[config.mk]
export PLATFORM = sky130hd
export DESIGN_NAME = link_status_screen_sequencer
export DESIGN_NICKNAME = d
export VERILOG_FILES = /design/src/lss_pkg.sv /design/src/lss_classify.sv /design/src/lss_state.sv /design/src/link_status_screen_sequencer.sv
export SDC_FILE = /design/constraint.sdc
export NUM_CORES = 1
export LEC_CHECK = 0
export ABC_AREA = 1
export BUFFER_PORTS_ARGS = -buffer_cell sky130_fd_sc_hd__buf_2
export CAP_MARGIN = 10
export CORE_UTILIZATION = 60
export CTS_CLUSTER_DIAMETER = 60
export DETAILED_ROUTE_END_ITERATION = 16
export PLACE_DENSITY = 0.8
export SYNTH_ARGS = -nofsm -noshare
export SYNTH_HDL_FRONTEND = slang
export SYNTH_SLANG_ARGS = --single-unit
[constraint.sdc]
create_clock -name clk_i -period 5.8 [get_ports clk_i]
set_clock_uncertainty 0.1 [all_clocks]
set_input_delay 0.29 -clock clk_i [delete_from_list [all_inputs] [get_ports clk_i]]
set_output_delay 0.29 -clock clk_i [all_outputs]
set_load 0.02 [all_outputs]
[src/lss_pkg.sv]
package lss_pkg;

  localparam int unsigned SpinnerPositions = 8;
  localparam int unsigned SpinW            = $clog2(SpinnerPositions);

  localparam logic [31:0] HoldTimeRst = 32'd1000;
  localparam logic [31:0] SpinStepRst = 32'd100;
  localparam logic [2:0]  PageStep    = 3'd4;

  typedef enum logic [1:0] {
    ScrConnecting = 2'd0,
    ScrConnected  = 2'd1,
    ScrDirection  = 2'd2
  } screen_e;

  typedef enum logic [3:0] {
    DirStop      = 4'd0,
    DirFwd       = 4'd1,
    DirBack      = 4'd2,
    DirLeft      = 4'd3,
    DirRight     = 4'd4,
    DirFwdLeft   = 4'd5,
    DirFwdRight  = 4'd6,
    DirBackLeft  = 4'd7,
    DirBackRight = 4'd8
  } dir_e;

  typedef enum logic [1:0] {
    CfgHoldTime = 2'd0,
    CfgSpinStep = 2'd1,
    CfgDisplay  = 2'd2
  } cfg_idx_e;

  typedef struct packed {
    logic [31:0]        now_ms;
    logic               link_up;
    logic signed [15:0] motion_x;
    logic signed [15:0] motion_y;
  } lss_in_t;

  typedef struct packed {
    logic [1:0] screen;
    logic [3:0] direction;
    logic [2:0] spinner_phase;
    logic       redraw;
    logic [2:0] flush_page;
  } lss_out_t;

endpackage

[src/lss_classify.sv]
module lss_classify
  import lss_pkg::*;
(
  input  logic signed [15:0] motion_x_i,
  input  logic signed [15:0] motion_y_i,
  output dir_e               dir_o
);

  logic [16:0] ax;
  logic [16:0] ay;
  logic [17:0] ax2;
  logic [17:0] ay2;
  logic        x_pos;
  logic        y_pos;

  // magnitudes kept one bit wider so -32768 does not wrap
  assign ax    = motion_x_i[15] ? 17'(-{motion_x_i[15], motion_x_i}) : 17'({1'b0, motion_x_i});
  assign ay    = motion_y_i[15] ? 17'(-{motion_y_i[15], motion_y_i}) : 17'({1'b0, motion_y_i});
  assign ax2   = {ax, 1'b0};
  assign ay2   = {ay, 1'b0};
  assign x_pos = !motion_x_i[15] && (motion_x_i != 16'sd0);
  assign y_pos = !motion_y_i[15] && (motion_y_i != 16'sd0);

  always_comb begin
    if (ax == 17'd0 && ay == 17'd0) begin
      dir_o = DirStop;
    end else if ({1'b0, ay} > ax2) begin
      dir_o = y_pos ? DirFwd : DirBack;
    end else if ({1'b0, ax} > ay2) begin
      dir_o = x_pos ? DirRight : DirLeft;
    end else if (y_pos) begin
      dir_o = x_pos ? DirFwdRight : DirFwdLeft;
    end else begin
      dir_o = x_pos ? DirBackRight : DirBackLeft;
    end
  end

endmodule

[src/lss_state.sv]
module lss_state
  import lss_pkg::*;
(
  input  logic        clk_i,
  input  logic        rst_ni,
  input  logic        upd_i,
  input  lss_in_t     item_i,
  input  logic [31:0] hold_time_i,
  input  logic [31:0] spin_step_i,
  output lss_out_t    res_o
);

  screen_e          scr_q, scr_d;
  dir_e             dir_q, dir_d;
  logic [SpinW-1:0] phase_q, phase_d;
  logic [2:0]       page_q;
  logic             pend_q;
  logic [31:0]      since_q, since_d;
  logic [31:0]      last_q, last_d;
  logic             pend;
  dir_e             dir_new;

  lss_classify u_classify (
    .motion_x_i (item_i.motion_x),
    .motion_y_i (item_i.motion_y),
    .dir_o      (dir_new)
  );

  always_comb begin
    scr_d   = scr_q;
    dir_d   = dir_q;
    phase_d = phase_q;
    since_d = since_q;
    last_d  = last_q;
    pend    = pend_q;
    unique case (scr_q)
      ScrConnecting: begin
        if (item_i.link_up) begin
          scr_d   = ScrConnected;
          since_d = item_i.now_ms;
          pend    = 1'b1;
        end
      end
      ScrConnected: begin
        if (!item_i.link_up) begin
          scr_d = ScrConnecting;
          pend  = 1'b1;
        end else if ((item_i.now_ms - since_q) >= hold_time_i) begin
          scr_d = ScrDirection;
          pend  = 1'b1;
        end
      end
      default: begin
        if (!item_i.link_up) begin
          scr_d = ScrConnecting;
          pend  = 1'b1;
        end else if (dir_new != dir_q) begin
          dir_d = dir_new;
          pend  = 1'b1;
        end
      end
    endcase
    if (scr_d == ScrConnecting && (item_i.now_ms - last_q) >= spin_step_i) begin
      last_d  = item_i.now_ms;
      phase_d = (phase_q == SpinW'(SpinnerPositions - 1)) ? '0 : phase_q + 1'b1;
      pend    = 1'b1;
    end
    res_o.screen        = scr_d;
    res_o.direction     = dir_d;
    res_o.spinner_phase = 3'(phase_d);
    res_o.redraw        = pend;
    res_o.flush_page    = page_q;
  end

  always_ff @(posedge clk_i or negedge rst_ni) begin
    if (!rst_ni) begin
      scr_q   <= ScrConnecting;
      dir_q   <= DirStop;
      phase_q <= '0;
      page_q  <= 3'd0;
      pend_q  <= 1'b1;
      since_q <= 32'd0;
      last_q  <= 32'd0;
    end else if (upd_i) begin
      scr_q   <= scr_d;
      dir_q   <= dir_d;
      phase_q <= phase_d;
      page_q  <= page_q + PageStep;
      pend_q  <= 1'b0;
      since_q <= since_d;
      last_q  <= last_d;
    end
  end

endmodule

[src/link_status_screen_sequencer.sv]
// Link status screen sequencer.
// Input channel: in_valid_i / in_stall_o carry one update tick per transaction
// (timestamp, link flag, motion vector). Output channel: out_valid_o /
// out_stall_i carry one screen result per tick. A transaction completes when
// valid is high and stall is low.
// Configuration: cfg_valid_i / cfg_ready_o write hold time (index 0), spinner
// step (index 1) and display present (index 2); ready is always high and
// other indexes are dropped. Write only while the block is idle.
// A tick taken into the input register moves on to the result register
// unless an output stall holds it. Throughput is one tick per cycle while
// the output is not stalled, set by the single input register to result
// register pass. Display present low: a tick is consumed, gives no result.
// Reset (rst_ni low, asynchronous) returns the connecting screen, spinner
// phase 0, redraw pending and the default register values; no clearing
// sequence is needed.
// A stalled result is held in the output register; one more tick may sit in
// the input register, after which in_stall_o rises until out_stall_i drops.
module link_status_screen_sequencer
  import lss_pkg::*;
(
  input  logic        clk_i,
  input  logic        rst_ni,
  input  logic        in_valid_i,
  output logic        in_stall_o,
  input  lss_in_t     in_item_i,
  output logic        out_valid_o,
  input  logic        out_stall_i,
  output lss_out_t    out_item_o,
  input  logic        cfg_valid_i,
  output logic        cfg_ready_o,
  input  logic [1:0]  cfg_index_i,
  input  logic [31:0] cfg_data_i
);

  logic        in_valid_q;
  lss_in_t     in_item_q;
  logic        out_valid_q;
  lss_out_t    out_item_q;
  logic [31:0] hold_time_q;
  logic [31:0] spin_step_q;
  logic        present_q;
  logic        out_blocked;
  logic        fire;
  logic        upd;
  logic        in_accept;
  lss_out_t    res;

  assign out_blocked = out_valid_q && out_stall_i;
  assign in_stall_o  = in_valid_q && out_blocked;
  assign in_accept   = in_valid_i && !in_stall_o;
  assign fire        = in_valid_q && !out_blocked;
  assign upd         = fire && present_q;
  assign cfg_ready_o = 1'b1;
  assign out_valid_o = out_valid_q;
  assign out_item_o  = out_item_q;

  lss_state u_state (
    .clk_i       (clk_i),
    .rst_ni      (rst_ni),
    .upd_i       (upd),
    .item_i      (in_item_q),
    .hold_time_i (hold_time_q),
    .spin_step_i (spin_step_q),
    .res_o       (res)
  );

  always_ff @(posedge clk_i or negedge rst_ni) begin
    if (!rst_ni) begin
      in_valid_q  <= 1'b0;
      out_valid_q <= 1'b0;
    end else begin
      if (in_accept) begin
        in_valid_q <= 1'b1;
      end else if (fire) begin
        in_valid_q <= 1'b0;
      end
      if (upd) begin
        out_valid_q <= 1'b1;
      end else if (!out_stall_i) begin
        out_valid_q <= 1'b0;
      end
    end
  end

  always_ff @(posedge clk_i) begin
    if (in_accept) begin
      in_item_q <= in_item_i;
    end
    if (upd) begin
      out_item_q <= res;
    end
  end

  always_ff @(posedge clk_i or negedge rst_ni) begin
    if (!rst_ni) begin
      hold_time_q <= HoldTimeRst;
      spin_step_q <= SpinStepRst;
      present_q   <= 1'b1;
    end else if (cfg_valid_i && cfg_ready_o) begin
      unique case (cfg_idx_e'(cfg_index_i))
        CfgHoldTime: hold_time_q <= cfg_data_i;
        CfgSpinStep: spin_step_q <= cfg_data_i;
        CfgDisplay:  present_q   <= cfg_data_i[0];
        default: ;
      endcase
    end
  end

endmodule

After elaboration in Yosys (flattened, before gate mapping)
Index checks and enable logic that the tools add are counted.
W data, S select, Z words.

storage, ports and cells
  output and inout port bits = 16
  register bits after elaboration = 222

cells by class
  reduce and logical (&&, ||, !) cells = 27
  $add $sub $neg = 6
  eq/ne operators = 6
  muxes and demuxes = 30
  magnitude comparators = 4

operators with widths
  kind                   count
  $ge A32 B32 Y1         2
  $sub A32 B32 Y32       2
  $gt A17 B18 Y1         2
  $logic_not A17 Y1      2
  $mux W17               2
  $neg A17 Y17           2
  $mux W4                8
  $reduce_bool A16 Y1    2
  $mux W2                6
  $logic_and A1 B1 Y1    9
  $mux W1                9
  $mux W3                3
  $reduce_and A2 Y1      4
  $logic_not A2 Y1       3
  $eq A2 B1 Y1 const B   2
  $logic_not A1 Y1       4
  $ne A4 B4 Y1           1
  $pmux W2 S2            1
  $add A3 B1 Y3 const B  1
  $add A3 B3 Y3 const B  1
  $eq A3 B3 Y1 const B   1
  $reduce_and A3 Y1      1
  $eq A2 B2 Y1 const B   1
  $ne A2 B1 Y1 const B   1
  3 further kinds        3

Logic depth before layout (Yosys ltp)
  depth after elaboration = 11
  depth in mapped cells = 29
  gate-level depth less buffers = 29

Modules after synthesis
A second synthesis with hierarchy kept.

unflattened totals
  cell total of the unflattened synthesis = 2,017
  area, all modules = 15,539.9 µm²

by module, submodules not included
  module                        cells an instance  instances  area each (µm²)  sequential area each (µm²)
  lss_state                     1,310              1          8,649.5          1,878.1
  link_status_screen_sequencer  383                1          5,087.4          4,031.4
  lss_classify                  324                1          1,803.0          0.0

Worst setup path after synthesis
OpenSTA, ideal clock, no wires.

  path type = reg-to-reg
  start = register in_item_q[45] in the netlist's numbering
  end = register u_state.last_q[10]
  arrival = 3.483 ns
  library setup time = 0.130 ns
  stages on the path, launching flop included = 23
  clock period less this slack = 3.713 ns
  slack = 2.087 ns
  path buffers = 1
  cells stage by stage = edfxtp_1 -> ha_1 -> nand2_1 -> nor4_1 -> nand4_1 -> nand3_1 -> nand2_1 -> o211ai_1 -> nand2_1 -> a31oi_1 -> xor2_1 -> ha_1 -> nand2_1 -> inv_1 -> nand3_1 -> nor3_1 -> and3_1 -> nand4_1 -> nand3_1 -> nand2_1 -> nor2_4 -> clkbuf_1 -> o21ai_0

on the way
  word-level cells in the longest chain between the ends = 8

RTL lines
  element                        line                                text
  start, declared                link_status_screen_sequencer.sv:36  lss_in_t in_item_q;
  start signal, assigned         link_status_screen_sequencer.sv:87  in_item_q <= in_item_i;
  $sub A32 B32 Y32               lss_state.sv:48                     end else if ((item_i.now_ms - since_q) >= hold_time_i) begin
  $ge A32 B32 Y1                 lss_state.sv:48
  $mux W2                        lss_state.sv:48
  $mux W2                        lss_state.sv:45                     if (!item_i.link_up) begin
  $pmux W2 S2                    lss_state.sv:36                     unique case (scr_q)
  $logic_not A2 Y1               lss_state.sv:63                     if (scr_d == ScrConnecting && (item_i.now_ms - last_q) >= spin_step_i) begin
  $logic_and A1 B1 Y1 *          lss_state.sv:63
  $reduce_and A2 Y1 (no line) *  --
  end signal, assigned           lss_state.sv:91                     last_q <= last_d;
  end, declared                  lss_state.sv:19                     logic [31:0] last_q, last_d;

Mark *: on every way between the ends. The rest lies on a longest branch, timed or not.
A chain may end at the register's enable or synchronous reset.

Final worst setup path
  start = register in_item_q[48] in the netlist's numbering
  end = register u_state.last_q[1]

The elaborated chain is that of the path after synthesis.

==> summary.txt <==
Worst Hold Margin = 0.0228 ns
TritonCTS clock tree = yes
Reg2Reg Setup Slack = 0.59 ns
Number of cell rows = 56
Min cycle time layout = 5.21 ns
Number of global-route vias before repair = 12600
Die width = 158 µm
Max_cap viols = 0
HP Class = in -> reg
Post-synth ARST share = 65.1%
Critical path endpoint = u_state.last_q[1]
Worst setup path start = in_item_q[48]
Pre-CTS setup slack = 0.746 ns
Non-Filler Instances = 2376
# diodes = 0
Fin nets = 2307
ANT nets after route = 0
Synthesis-to-layout area growth = 19.5%
Reg power frac = 26.8%
Leakage power total = 8.78 nW
DR iter-0 viols = 1179
Number of synthesized register bits = 218
Io pins = 120
Unique masters post-synth = 49
Internal = 4.63 mW
Max-Slew Margin vs Limit = 35.1%
Clock transition at path regs = 0.06 ns
RR Startpoint = in_item_q[48]
Peak supply drop = 0.000318 V
Final slew viol count = 0
Gpl congestion = 1.01
Clock power frac = 21.0%
Quantity of I/O buffers inserted on ports = 116
Net switching power figure = 3.45 mW
All-layer global routing usage = 31.2%
Worst Path Arrival = 5.51 ns
Root Driver = clkbuf_16
Drc violations = 0
Worst Max-Slew Pin Slew = 0.973 ns
Tcrit/Tclk final = 89.8%
Yosys synthesis warning count = 0
Core Area = 23700 µm²
Final setup vio count = 0
Worst endpoint required time = 6.10 ns
Final Hold Fails = 0
Gr ovfl total = 0
Status = completed
FF-to-FF path depth = 22
Max Clk Rate = 192 MHz
DR WL/cell = 16.1 µm
CP startpoint kind = register
Post-cts resize count = 0
Commonest non-fill, non-tap cells in the layout = nand2_1 (407), inv_1 (281), ha_1 (164)
Primary FF master, synth = dfrtp_1
Synthesized cell area = 14600 µm²
DIE AREA = 25000 µm²
Via count = 13200
Crit Path Class = reg -> reg
Reg-to-Reg End = u_state.last_q[1]
Share of layout cells above drive strength 1 = 11.3%
Mapped Avg Cell Area = 8.06 µm²
Worst Slack Setup Final = 0.589 ns
Maximum number of pins on one net before global-route repair = 82
Hpwl dp = 26500 µm
Antenna violations before repair = 1
EDFF count, synth = 76
First-pass GRT wire length = 60800 µm
Final WL = 38300 µm
Clock latency on the worst-skew pair = 0.53 ns
Placed Cells = 2224
DR pass1 iterations = 7
Sw Ratio = 42.7%
CP Max Fanout = 37
# hold bufs at CTS = 103
Pwr Density = 463 nW/µm²
Max Root-Sink Buffers = 3
CP endpoint kind = register
Post-Synthesis Cells = 1811
Post-CTS Setup Bufs = 0
RSZ-0062 raised after global routing = false
Tot Pwr = 8.08 mW
Via/cell ratio = 5.53
DIE HEIGHT = 158 µm
Clock sinks = 218
Most common cell after layout, fill and taps aside = nand2_1
CTS buffer count = 26
Initial Util = 61.7%
Combinational power share = 52.2%
Seq/Total Area, Yosys = 40.0%
Setup TNS = 0 ns
# H-tree levels = 1
routing by layer:
layer / GRT usage, % / vias up / share of wire [%]
li1: - / 6399 / -
met2: 51.8 / 566 / 46
met1: 41.2 / 6091 / 44
met3: 5.58 / 93 / 7.7
met5: 0 / - / 0.034
met4: 10.2 / 2 / 3.0
registers in the layout, indices dropped and copies added (netlist names):
signal,cells
in_item_q,65
hold_time_q,32
spin_step_q,32
u_state.last_q,32
u_state.since_q,32
out_item_o,11
u_state.dir_q,4
u_state.phase_q,3
u_state.scr_q,2
in_valid_q,1
out_valid_o,1
present_q,1
u_state.page_q,1
u_state.pend_q,1
layout make-up:
cell class                      count  area, µm²
Tap cell                          319        399
Clock buffer                       34        732
Multi-Input combinational cell   1272       7520
Sequential cell                   218       5850
Timing Repair Buffer              227       1690
Fill cell                        1757       6230
Inverter                          292       1100
Clock inverter                     14        165
metrics by stage:
step / util [%] / cell area [µm²]
finish: 73.7 / 17500
global route: 73.7 / 17500
CTS: 73.6 / 17400
detailed placement: 65.5 / 15500
global placement: 65.5 / 15500
floorplan: - / 14600
worst max-delay path, stage by stage, from the launching register on:
cell and delay [ns]:
edfxtp_1 0.44, ha_1 0.44, nand2_1 0.14, nor4_1 0.35
nand4_1 0.14, nand3_1 0.24, nand2_1 0.08, o211ai_1 0.14
nand2_1 0.14, a31oi_1 0.20, xor2_1 0.10, ha_1 0.27
nand2_1 0.05, inv_1 0.05, nand3_1 0.10, nor3_1 0.20
and3_1 0.25, nand4_1 0.12, nand3_1 0.13, nand2_1 0.15
nor2_4 0.68, buf_4 0.39, o21ai_0 0.15
power by group through the flow:
stage                     combinational, mW  clock, mW  sequential, mW
after floorplan                        3.03          0            2.16
after global placement                 3.87          0            2.17
after detailed placement               4.03          0            2.19
after CTS                              4.13       1.71            2.16
after global routing                   4.74       1.77            2.21
final                                  4.22       1.70            2.17
cell usage after synthesis (2+ instances only):
| cell | count | area, µm² |
|---|---|---|
| nand2_1 | 407 | 1530 |
| inv_1 | 282 | 1060 |
| ha_1 | 164 | 2050 |
| a21oi_1 | 147 | 736 |
| o21ai_0 | 137 | 686 |
| dfrtp_1 | 131 | 3280 |
| nor2_1 | 131 | 492 |
| edfxtp_1 | 76 | 2280 |
| nand3_1 | 67 | 335 |
| xor2_1 | 53 | 464 |
| clkbuf_1 | 21 | 78.8 |
| nand4_1 | 17 | 106 |
| nor2_2 | 13 | 81.3 |
| xnor2_1 | 13 | 114 |
| o211ai_1 | 12 | 90.1 |
| o21ai_1 | 12 | 60.1 |
| dfstp_2 | 11 | 289 |
| nand2_2 | 10 | 62.6 |
| a31oi_1 | 9 | 56.3 |
| inv_2 | 9 | 33.8 |
| nor3_1 | 9 | 45.0 |
| nand3b_1 | 8 | 60.1 |
| o21bai_1 | 7 | 52.6 |
| a21o_1 | 5 | 37.5 |
| buf_2 | 5 | 25.0 |
| nand3_2 | 5 | 50.1 |
| nor4_1 | 5 | 31.3 |
| o21a_1 | 5 | 37.5 |
| buf_4 | 4 | 30.0 |
| o221ai_1 | 4 | 35.0 |
| nor2_4 | 3 | 33.8 |
| o2111ai_1 | 3 | 26.3 |
| o21ai_2 | 3 | 26.3 |
| a21boi_1 | 2 | 15.0 |
| and3_1 | 2 | 12.5 |
| buf_6 | 2 | 22.5 |
| conb_1 | 2 | 7.51 |
| fa_1 | 2 | 40.0 |
| mux2i_1 | 2 | 20.0 |
| nand2_4 | 2 | 22.5 |
logic make-up after synthesis:
family / synth area share (%)
and+or+nand+nor: 19.7
AOI/OAI and AO/OA: 13.2
adders and majority gates: 14.3
xor gates and xnor gates: 3.96
muxes: 0.137
other: 0.0514
DFF: 40.0
buffers and inverters: 8.58
worst min path at each step:
stage	start	endpoint	slack, ns	depth (start not counted)
4_1_cts	cfg_data_i[0]	spin_step_q[0]	0.01	3
5_1_grt	cfg_data_i[0]	spin_step_q[0]	0.03	3
6_report	cfg_data_i[0]	spin_step_q[0]	0.02	3
3_5_place_dp	rst_ni	spin_step_q[28]	0.28	1
3_3_place_gp	rst_ni	hold_time_q[31]	0.29	1
2_1_floorplan	rst_ni	hold_time_q[0]	-0.11	0
Note: power is estimated with default switching activity, not from simulation.
